File: config.mk
export PLATFORM = sky130hd
export DESIGN_NAME = sph_div_cell
export DESIGN_NICKNAME = d
export VERILOG_FILES = /design/src/hw/rtl/sph_pkg.sv /design/src/hw/rtl/sph_div_cell.sv
export SDC_FILE = /design/constraint.sdc
export NUM_CORES = 1
export LEC_CHECK = 0
export ABC_AREA = 1
export BUFFER_PORTS_ARGS = -buffer_cell sky130_fd_sc_hd__buf_4
export CORE_MARGIN = 8
export CORE_UTILIZATION = 42
export DETAILED_ROUTE_END_ITERATION = 8
export PLACE_DENSITY = 0.77
export SETUP_SLACK_MARGIN = 0.05
export SLEW_MARGIN = 20
export SYNTH_ARGS = -nofsm -noshare
export SYNTH_HDL_FRONTEND = slang
export SYNTH_SLANG_ARGS = --single-unit
File: constraint.sdc
create_clock -name clk -period 8.2 [get_ports clk]
set_input_delay 1.64 -clock clk [delete_from_list [all_inputs] [get_ports clk]]
set_output_delay 1.64 -clock clk [all_outputs]
set_load 0.05 [all_outputs]
File: src/hw/rtl/sph_pkg.sv
// types, constants and helpers for the uv sphere vertex generator
// no dependencies
package sph_pkg;

  localparam int MAX_DIVISIONS = 255;
  localparam int DIV_CELLS     = 17;
  localparam int CORDIC_STEPS  = 18;
  localparam logic signed [33:0] CORDIC_GAIN = 34'sd652032874;
  localparam logic signed [15:0] Q14_ONE     = 16'sd16384;

  localparam logic [1:0] REG_RADIUS  = 2'd0;
  localparam logic [1:0] REG_SECTORS = 2'd1;
  localparam logic [1:0] REG_STACKS  = 2'd2;

  typedef struct packed {
    logic [7:0] stack_index;
    logic [7:0] sector_index;
  } in_t;

  typedef struct packed {
    logic signed [15:0] pos_x;
    logic signed [15:0] pos_y;
    logic signed [15:0] pos_z;
    logic signed [15:0] normal_x;
    logic signed [15:0] normal_y;
    logic signed [15:0] normal_z;
    logic [15:0]        tex_u;
    logic [15:0]        tex_v;
    logic               index_clamped;
  } out_t;

  typedef struct packed {
    logic [7:0]  den;
    logic [8:0]  rem;
    logic [16:0] num;
    logic [16:0] quo;
  } div_lane_t;

  // lane 0: stack phase, lane 1: longitude phase, lane 2: tex u
  typedef struct packed {
    logic            valid;
    logic            clamped;
    div_lane_t [2:0] lane;
  } div_rec_t;

  typedef struct packed {
    logic signed [33:0] x;
    logic signed [33:0] y;
    logic signed [23:0] z;
    logic [1:0]         quad;
  } cor_lane_t;

  // lane 0: latitude, lane 1: longitude
  typedef struct packed {
    logic            valid;
    logic            clamped;
    logic [15:0]     tex_u;
    logic [15:0]     tex_v;
    cor_lane_t [1:0] lane;
  } cor_rec_t;

  function automatic logic signed [23:0] atan_step(input logic [4:0] i);
    logic signed [23:0] a;
    case (i)
      5'd0:    a = 24'sd2097152;
      5'd1:    a = 24'sd1238021;
      5'd2:    a = 24'sd654136;
      5'd3:    a = 24'sd332050;
      5'd4:    a = 24'sd166669;
      5'd5:    a = 24'sd83416;
      5'd6:    a = 24'sd41718;
      5'd7:    a = 24'sd20860;
      5'd8:    a = 24'sd10430;
      5'd9:    a = 24'sd5215;
      5'd10:   a = 24'sd2608;
      5'd11:   a = 24'sd1304;
      5'd12:   a = 24'sd652;
      5'd13:   a = 24'sd326;
      5'd14:   a = 24'sd163;
      5'd15:   a = 24'sd81;
      5'd16:   a = 24'sd41;
      5'd17:   a = 24'sd20;
      default: a = 24'sd0;
    endcase
    return a;
  endfunction

  function automatic logic signed [15:0] sat16(input logic signed [47:0] v);
    logic signed [15:0] r;
    if (v > 48'sd32767) r = 16'sd32767;
    else if (v < -48'sd32768) r = -16'sd32768;
    else r = v[15:0];
    return r;
  endfunction

endpackage

File: src/hw/rtl/sph_div_cell.sv
// one restoring division step for the three quotient lanes
// depends on sph_pkg
module sph_div_cell import sph_pkg::*; (
  input  logic     clk,
  input  logic     rst,
  input  logic     adv,
  input  div_rec_t d_in,
  output div_rec_t d_out
);

  div_rec_t d_out_next;

  always_comb begin
    logic [8:0] t;
    d_out_next = d_in;
    for (int k = 0; k < 3; k++) begin
      t = {d_in.lane[k].rem[7:0], d_in.lane[k].num[16]};
      d_out_next.lane[k].num = {d_in.lane[k].num[15:0], 1'b0};
      if (t >= {1'b0, d_in.lane[k].den}) begin
        d_out_next.lane[k].rem = t - {1'b0, d_in.lane[k].den};
        d_out_next.lane[k].quo = {d_in.lane[k].quo[15:0], 1'b1};
      end else begin
        d_out_next.lane[k].rem = t;
        d_out_next.lane[k].quo = {d_in.lane[k].quo[15:0], 1'b0};
      end
    end
  end

  always_ff @(posedge clk) begin
    if (rst) begin
      d_out.valid <= 1'b0;
    end else if (adv) begin
      d_out <= d_out_next;
    end
  end

endmodule

# After elaboration in Yosys (flattened, before gate mapping)
# Index checks and enable logic that the tools add are counted.
op_classes:
  n_reduce_logical: 1
  mux: 6
  magnitude_cmp: 3
  bitwise_logic: 1
  n_addsub: 3
ops:
  columns: ["op", "count"]
  rows:
  - [">= comparator 9 x 8 -> 1 bit", 3]
  - ["2-to-1 mux 9 bit", 3]
  - ["subtractor 9 x 8 -> 9 bit", 3]
  - ["2-to-1 mux 1 bit", 3]
  - ["AND reduction 2 bit", 1]
  - ["NOT 1 bit", 1]
word_totals:
  output_inout_bits: 155
  ff_bits: 152
  word_cells: 28
  in_bits: 158

# Longest topological paths before layout
# Gate-level depths: netlist of the first run.
depth:
  depth_word: 2
  mapped_depth: 12
  depth_no_buf: 12

# Worst setup path after synthesis of the first run
# Ideal clock, no wire load.
synth_timing:
  path_type: "input-to-reg"
  startpoint: "input adv"
  endpoint: "register d_out[0] (netlist bit), enable pin"
  setup_slack_ps: -495
  t_arrival_ps: 8027
  setup_time_ps: 668
  stages: 2
  t_required_ps: 7532
  n_path_buf: 0
  path_cell_list: "inv_1 nor2_1"
synth_via:
  elab_chain_len: 1
synth_lines:
  columns: ["item", "line", "text"]
  rows:
  - ["from (decl)", "sph_div_cell.sv:6", "input logic adv,"]
  - ["AND reduction 2 bit (no line)", null, null]
  - ["to (signal assigned)", "sph_div_cell.sv:33", "d_out <= d_out_next;"]
  - ["to (decl)", "sph_div_cell.sv:8", "output div_rec_t d_out"]
# Every way passes these cells.
# A chain may end at the register's enable or synchronous reset.

# Final worst setup path of the first run
layout_timing:
  startpoint: "input adv"
  endpoint: "register d_out[90] (netlist bit), enable pin"
# Same word-level chain as after synthesis.

==> results by group, run 1 <==
Floorplan
  • Initial core utilization: 42.7%
  • Die Y-Extent: 140 µm
  • IO Pins: 313
  • Die area: 0.0196 mm²
  • Placeable Area: 0.0151 mm²
  • Cell row count: 45
  • Die Wd: 140 µm

Logic synthesis
  • Synthesized instance count: 522
  • Top post-synthesis cells by area: edfxtp_1, nand2_1, ha_1, inv_1, nand3_1
  • Top cell type's share of synthesized area: 70.1%
  • Post-synth EDFFs: 151
  • Most common cell in the netlist: nand2_1
  • Sequential element share of the synthesized area: 70.4%
  • Ys async rst share: 0%
  • Synthesized area: 0.00647 mm²
  • Synth area leader: edfxtp_1
  • Synth unique cells: 27
  • Synth warn: 0
  • Synth top cells by count: nand2_1, edfxtp_1, inv_1
  • Leading register cell type out of synthesis: edfxtp_1
  • Flops & latches, synth: 152
  • Avg Cell Area, Syn: 12.4 µm²

Finish
  • Largest register FFs: 152
  • Biggest regs: d_out (152)
  • Fin cells: 1046
  • Seq. cell area: 0.00455 mm²
  • Biggest register: d_out
  • Final nets: 1030
  • Share of cells above drive strength 1: 41.3%
  • N_diodes: 0
  • Synth-to-layout area growth: 47.9%
  • Filler Cells Inserted: 1186
  • Area of the multi-input gates: 0.00161 mm²

Routing
  • Drc violations: 0
  • DRT antenna net count: 0
  • Total Routed Length: 19200 µm
  • Drt via density: 4.68
  • Routed via count: 4892
  • TritonRoute pass-1 iters: 4
  • WL/cell: 18.4 µm
  • Initial detailed-routing violation count: 419

Global route
  • First-pass GRT wire length: 28300 µm
  • Total GRT Usage: 19.3%
  • Initial antenna violation count: 0
  • Vias in the first global route: 4801
  • Largest net degree at the start of global routing: 67
  • GR Overflow Total: 0

Critical path
  • Crit path capture: d_out[90]
  • Startpoint types: input pin
  • R2r setup slk: 7.63 ns
  • Reg2Reg Depth: 2
  • Worst Setup SP: adv
  • CP Capture Type: flip-flop
  • Reg2reg start: d_out[154]
  • Crit path DAT: 3.26 ns
  • RR Endpoint: d_out[154]
  • Crit path kind: in -> reg
  • Data required, critical path: 8.25 ns
  • Crit-path max FO: 66

Clock tree
  • Clk buf depth: 2
  • TritonCTS sink count: 152
  • Post CTS Setup Buffer Count: 0
  • Hold Buf Count CTS: 0
  • H-tree Lvls: 4
  • Worst-path clk slew: 0.06 ns
  • CTS tree: yes
  • Clk_lat worst skew: 0.44 ns
  • Post-cts resize count: 0
  • Num CTS Buffers: 17
  • Root Buffer: clkbuf_16

STA
  • Worst-Margin Slew: 0.824 ns
  • Final min period: 3.22 ns
  • Setup TNS: 0 ns
  • Clock Skew: 0 ns
  • Final hold violations: 0
  • Setup-failing EPs final: 0
  • Upper clock frequency limit: 311 MHz
  • Final Max Tran Viols: 0
  • Headroom to the max-slew limit: 44.9%
  • Fin worst setup slack: 4.98 ns
  • Tcrit/Tclk final: 39.2%
  • RSZ-0062 raised after global routing: false

Pwr
  • Comb pwr share: 22.8%
  • Switch share: 31.5%
  • Clock share of power: 34.7%
  • PwrDens: 231 mW/mm²
  • P_leak: 4.47 nW
  • Worst vdd ir: 0.000129 V
  • Int Pwr: 1.51 mW
  • Reg power frac: 42.5%
  • Sw Pwr: 0.695 mW

Placed design
  • Placed wire-length estimate: 15400 µm
  • Gpl congestion: 0.864
  • PortBufs: 303
  • Dpl ws: 4.53 ns
  • DP Cell Count: 1014

Worst hold path
  • HP Class: reg -> reg
  • Hold_sp: d_out[154]

Flow run
  • Max-cap violations: 0

Outcome
  • Status: complete, no violations
==> how the worst min path moves through the flow <==
stage,endpoint,slack (ns),cells after the start
after floorplan,d_out[154],0.67,2
after global placement,d_out[154],0.44,2
after detailed placement,d_out[154],0.46,2
after CTS,d_out[154],0.47,2
after global routing,d_out[154],0.49,2
final,d_out[154],0.47,2
==> critical path, cell delays in order <==
cell,delay (ns)
buf_4,0.10
inv_1,0.06
nor2_4,0.63
buf_4,0.78
==> final cells by class <==
| cell class | count | share of cell area [%] |
|---|---|---|
| Clock buffer | 17 | 4.44 |
| Clock inverter | 15 | 1.66 |
| Inverter | 81 | 3.18 |
| Multi-Input combinational cell | 288 | 16.8 |
| Sequential cell | 152 | 47.6 |
| Tap cell | 188 | 2.46 |
| Timing Repair Buffer | 305 | 23.9 |
==> cell usage in the layout (no fill, tap or decap), types with 2 or more instances in the layout <==
cell type and instances:
fa_1 3, a21oi_4 3, nand3_1 34, inv_2 2, clkinv_4 4, nor2_4 3, o21bai_1 2, nor3_1 2
xnor2_1 4, inv_8 2, conb_1 3, ha_1 24, nand2_2 4, a21oi_1 9, inv_1 77, nand2_1 156
inv_6 5, edfxtp_1 151, clkinv_1 3, nor2_1 17, nand4_1 12, clkbuf_16 17, buf_4 305, xor2_1 5
nand2_4 2
==> power by group through the flow <==
stage	Clock, mW	Sequential, mW	Combinational, mW
floorplan	0	1.15	0.125
global placement	0	0.953	0.500
detailed placement	0	0.955	0.505
CTS	0.783	0.939	0.507
global route	0.811	0.943	0.535
finish	0.768	0.938	0.504
==> through the flow <==
| stage | hold WS, ns | power [mW] | util (%) | cell area, µm² |
|---|---|---|---|---|
| 3_5_place_dp | 0.464 | 1.46 | 59.4 | 8990 |
| 5_1_grt | 0.490 | 2.29 | 63.2 | 9570 |
| 6_report | 0.469 | 2.21 | 63.2 | 9570 |
| 3_3_place_gp | 0.445 | 1.45 | 59.4 | 8990 |
| 2_1_floorplan | 0.674 | 1.28 | - | 6480 |
| 4_1_cts | 0.473 | 2.23 | 63.2 | 9570 |
==> metal layers <==
| metal | part of all wire, % | track usage [%] | wire [µm] |
|---|---|---|---|
| met5 | 0 | 0 | 0 |
| met4 | 1.9 | 7.26 | 370 |
| met3 | 8.3 | 7.48 | 1600 |
| met2 | 55 | 35.6 | 10500 |
| met1 | 35 | 19.3 | 6720 |
==> logic make-up (layout without fill, tap and decap cells) <==
kind of cell / Yosys count / after routing / share of synthesized area, %
flip-flops: 152 / 152 / 70.4
buffers and inverters: 84 / 418 / 5.05
AO/OA/AOI/OAI: 14 / 14 / 1.68
other: 1 / 3 / 0.0579
AND/OR/NAND/NOR: 235 / 235 / 16.1
XOR/XNOR: 9 / 9 / 1.22
adder cells (fa/ha/maj): 27 / 27 / 5.57
Power figures use the tool's default switching activity.
==> inputs of run 2 (changes only) <==
Clock period 8.2 ns to 2.7 ns, I/O delays scaled along.
==> run 2 against run 1 <==
Clock power rose to 3.1 times the previous value. Die area did not move. Wire length fell by 2.0%. Setup slack got worse by 4.1 ns. Highest routed layer unchanged. Non-clock buffer count did not move. Final cell count did not move. Critical endpoint is now d_out[139]. Utilization rose by 0.29 points. First-iteration DRC count fell by 33%.
==> results by group, run 2 (synthesis results as in run 1) <==
Placed design
  • PortBufs: 303 (unchanged)
  • Placed wire-length estimate: 15200 µm (-1.0%)
  • Gpl congestion: 0.872 (+0.90%)

Outcome
  • Status: complete, no violations

Floorplan
  • Placeable Area: 0.0151 mm² (unchanged)
  • Initial core utilization: 42.7% (unchanged)
  • Die area: 0.0196 mm² (unchanged)
  • Die Y-Extent: 140 µm (unchanged)
  • Die Wd: 140 µm (unchanged)
  • Cell row count: 45 (unchanged)
  • IO Pins: 313 (unchanged)

Routing
  • Top sig layer: met4
  • Drc violations: 0 (unchanged)
  • Initial detailed-routing violation count: 279 (-33%)
  • WL/cell: 18.0 µm (-2.0%)
  • Total Routed Length: 18800 µm (-2.0%)
  • DRT antenna net count: 0 (unchanged)
  • Met3 WL: 1520 µm (-5.0%)
  • Met2 WL: 10000 µm (-4.9%)
  • Routed via count: 4866 (-0.53%)
  • Drt via density: 4.65 (-0.53%)
  • M1 WL: 7010 µm (+4.4%)
  • TritonRoute pass-1 iters: 4 (unchanged)

STA
  • Tcrit/Tclk final: 65.8%
  • Setup-failing EPs final: 0 (unchanged)
  • RSZ-0062 raised after global routing: false
  • Clock Skew: 0 ns (unchanged)
  • Final min period: 1.78 ns
  • Hold Slack: 0.291 ns (-0.178 ns)
  • Upper clock frequency limit: 563 MHz
  • Final Max Tran Viols: 0 (unchanged)
  • Final hold violations: 0 (unchanged)

Flow run
  • Max-cap violations: 0 (unchanged)

Finish
  • Filler Cells Inserted: 1181 (-0.42%)
  • N_diodes: 0 (unchanged)
  • Largest register FFs: 152 (unchanged)
  • Biggest register: d_out
  • Final nets: 1030 (unchanged)
  • Share of cells above drive strength 1: 41.3% (unchanged)
  • Fin util: 63.5% (+0.29 points)
  • Biggest regs: d_out (152)
  • Commonest non-fill, non-tap cells in the layout: buf_4, nand2_1, edfxtp_1
  • Synth-to-layout area growth: 48.6%
  • Most common cell after layout, fill and taps aside: buf_4

Global route
  • Initial antenna violation count: 0 (unchanged)
  • First-pass GRT wire length: 28000 µm (-1.2%)
  • Largest net degree at the start of global routing: 81 (+21%)
  • Vias in the first global route: 4898 (+2.0%)
  • GR Overflow Total: 0 (unchanged)
  • Total GRT Usage: 18.8% (-0.53 points)

Pwr
  • Worst vdd ir: 0.000389 V (+200%)
  • P_leak: 4.48 nW (+0.21%)
  • PwrDens: 701 mW/mm² (+200%)

Clock tree
  • Post CTS Setup Buffer Count: 0 (unchanged)
  • TritonCTS sink count: 152 (unchanged)
  • Post-cts resize count: 0 (unchanged)
  • Clk buf depth: 2 (unchanged)
  • Worst-path clk slew: 0.06 ns (about the same)
  • Hold Buf Count CTS: 0 (unchanged)
  • Clk_lat worst skew: 0.42 ns (-0.02 ns)
  • CTS tree: yes
  • Num CTS Buffers: 17 (unchanged)
  • Root Buffer: clkbuf_16
  • H-tree Lvls: 4 (unchanged)

Worst hold path
  • HP Class: in -> reg

Critical path
  • Crit-path max FO: 10 (-85%)
  • CP Capture Type: flip-flop
  • Crit path kind: in -> reg
  • Startpoint types: input pin
  • Data required, critical path: 2.86 ns (-5.39 ns)
  • Crit path DAT: 1.94 ns (-1.32 ns)
==> run 2: cell types whose count changed in the layout (fill, tap and decap cells not counted), moves of 2 or more <==
cell,before,now
buf_12,0,2
buf_4,305,303
clkbuf_1,0,2
inv_6,5,3
==> run 2: worst paths after layout <==
path | from | to | slack (ns) | depth (start not counted)
setup / recovery | d_in[141] | d_out[139] | 0.92 | 8
hold reg to reg | d_out[154] | d_out[154] | 0.46 | 2
hold / removal | d_in[81] | d_out[82] | 0.29 | 1
setup reg to reg | d_out[154] | d_out[154] | 2.14 | 2
==> run 2: power breakdown <==
part | switching, mW | total [mW] | internal (mW)
sequential | 0.0474 | 2.85 | 2.80
combinational | 1.03 | 1.53 | 0.498
clock | 0.961 | 2.36 | 1.40
total | 2.04 | 6.74 | 4.71
==> run 2: worst max-delay path: stages <==
cell	delay, ns
buf_4	0.12
ha_1	0.36
nand2_1	0.09
nand2_1	0.10
a21oi_4	0.30
nand4_4	0.25
nand2_1	0.11
nand2_1	0.07
==> run 2: metal layers <==
| metal | vias to the layer above | global-route usage, % |
|---|---|---|
| met5 | - | 0 |
| met4 | 0 | 6.11 |
| met3 | 18 | 6.86 |
| met2 | 201 | 34.2 |
| met1 | 2243 | 19.7 |
| li1 | 2404 | - |
==> run 2: area by class of cell <==
class / instances / area [µm²] / share of cell area [%]
clock inverter: 12 / 144 / 1.50
sequential: 152 / 4550 / 47.4
inverter: 81 / 317 / 3.29
timing repair buffer: 305 / 2310 / 24.1
clock buffer: 20 / 447 / 4.64
multi-input combinational: 288 / 1610 / 16.7
tap: 188 / 235 / 2.45
==> run 2: through the flow <==
stage / total power, mW / setup TNS, ns / std cells / worst slack (ns) / cell area (µm²)
finish: 6.74 / 0 / 1046 / 0.924 / 9620
global route: 6.99 / 0 / 1046 / 0.801 / 9620
CTS: 6.81 / 0 / 1046 / 0.955 / 9620
detailed placement: 4.44 / 0 / 1014 / 0.514 / 9030
global placement: 4.41 / 0 / 1014 / 0.511 / 9030
floorplan: 3.88 / -75.98 / 524 / -0.503 / 6500
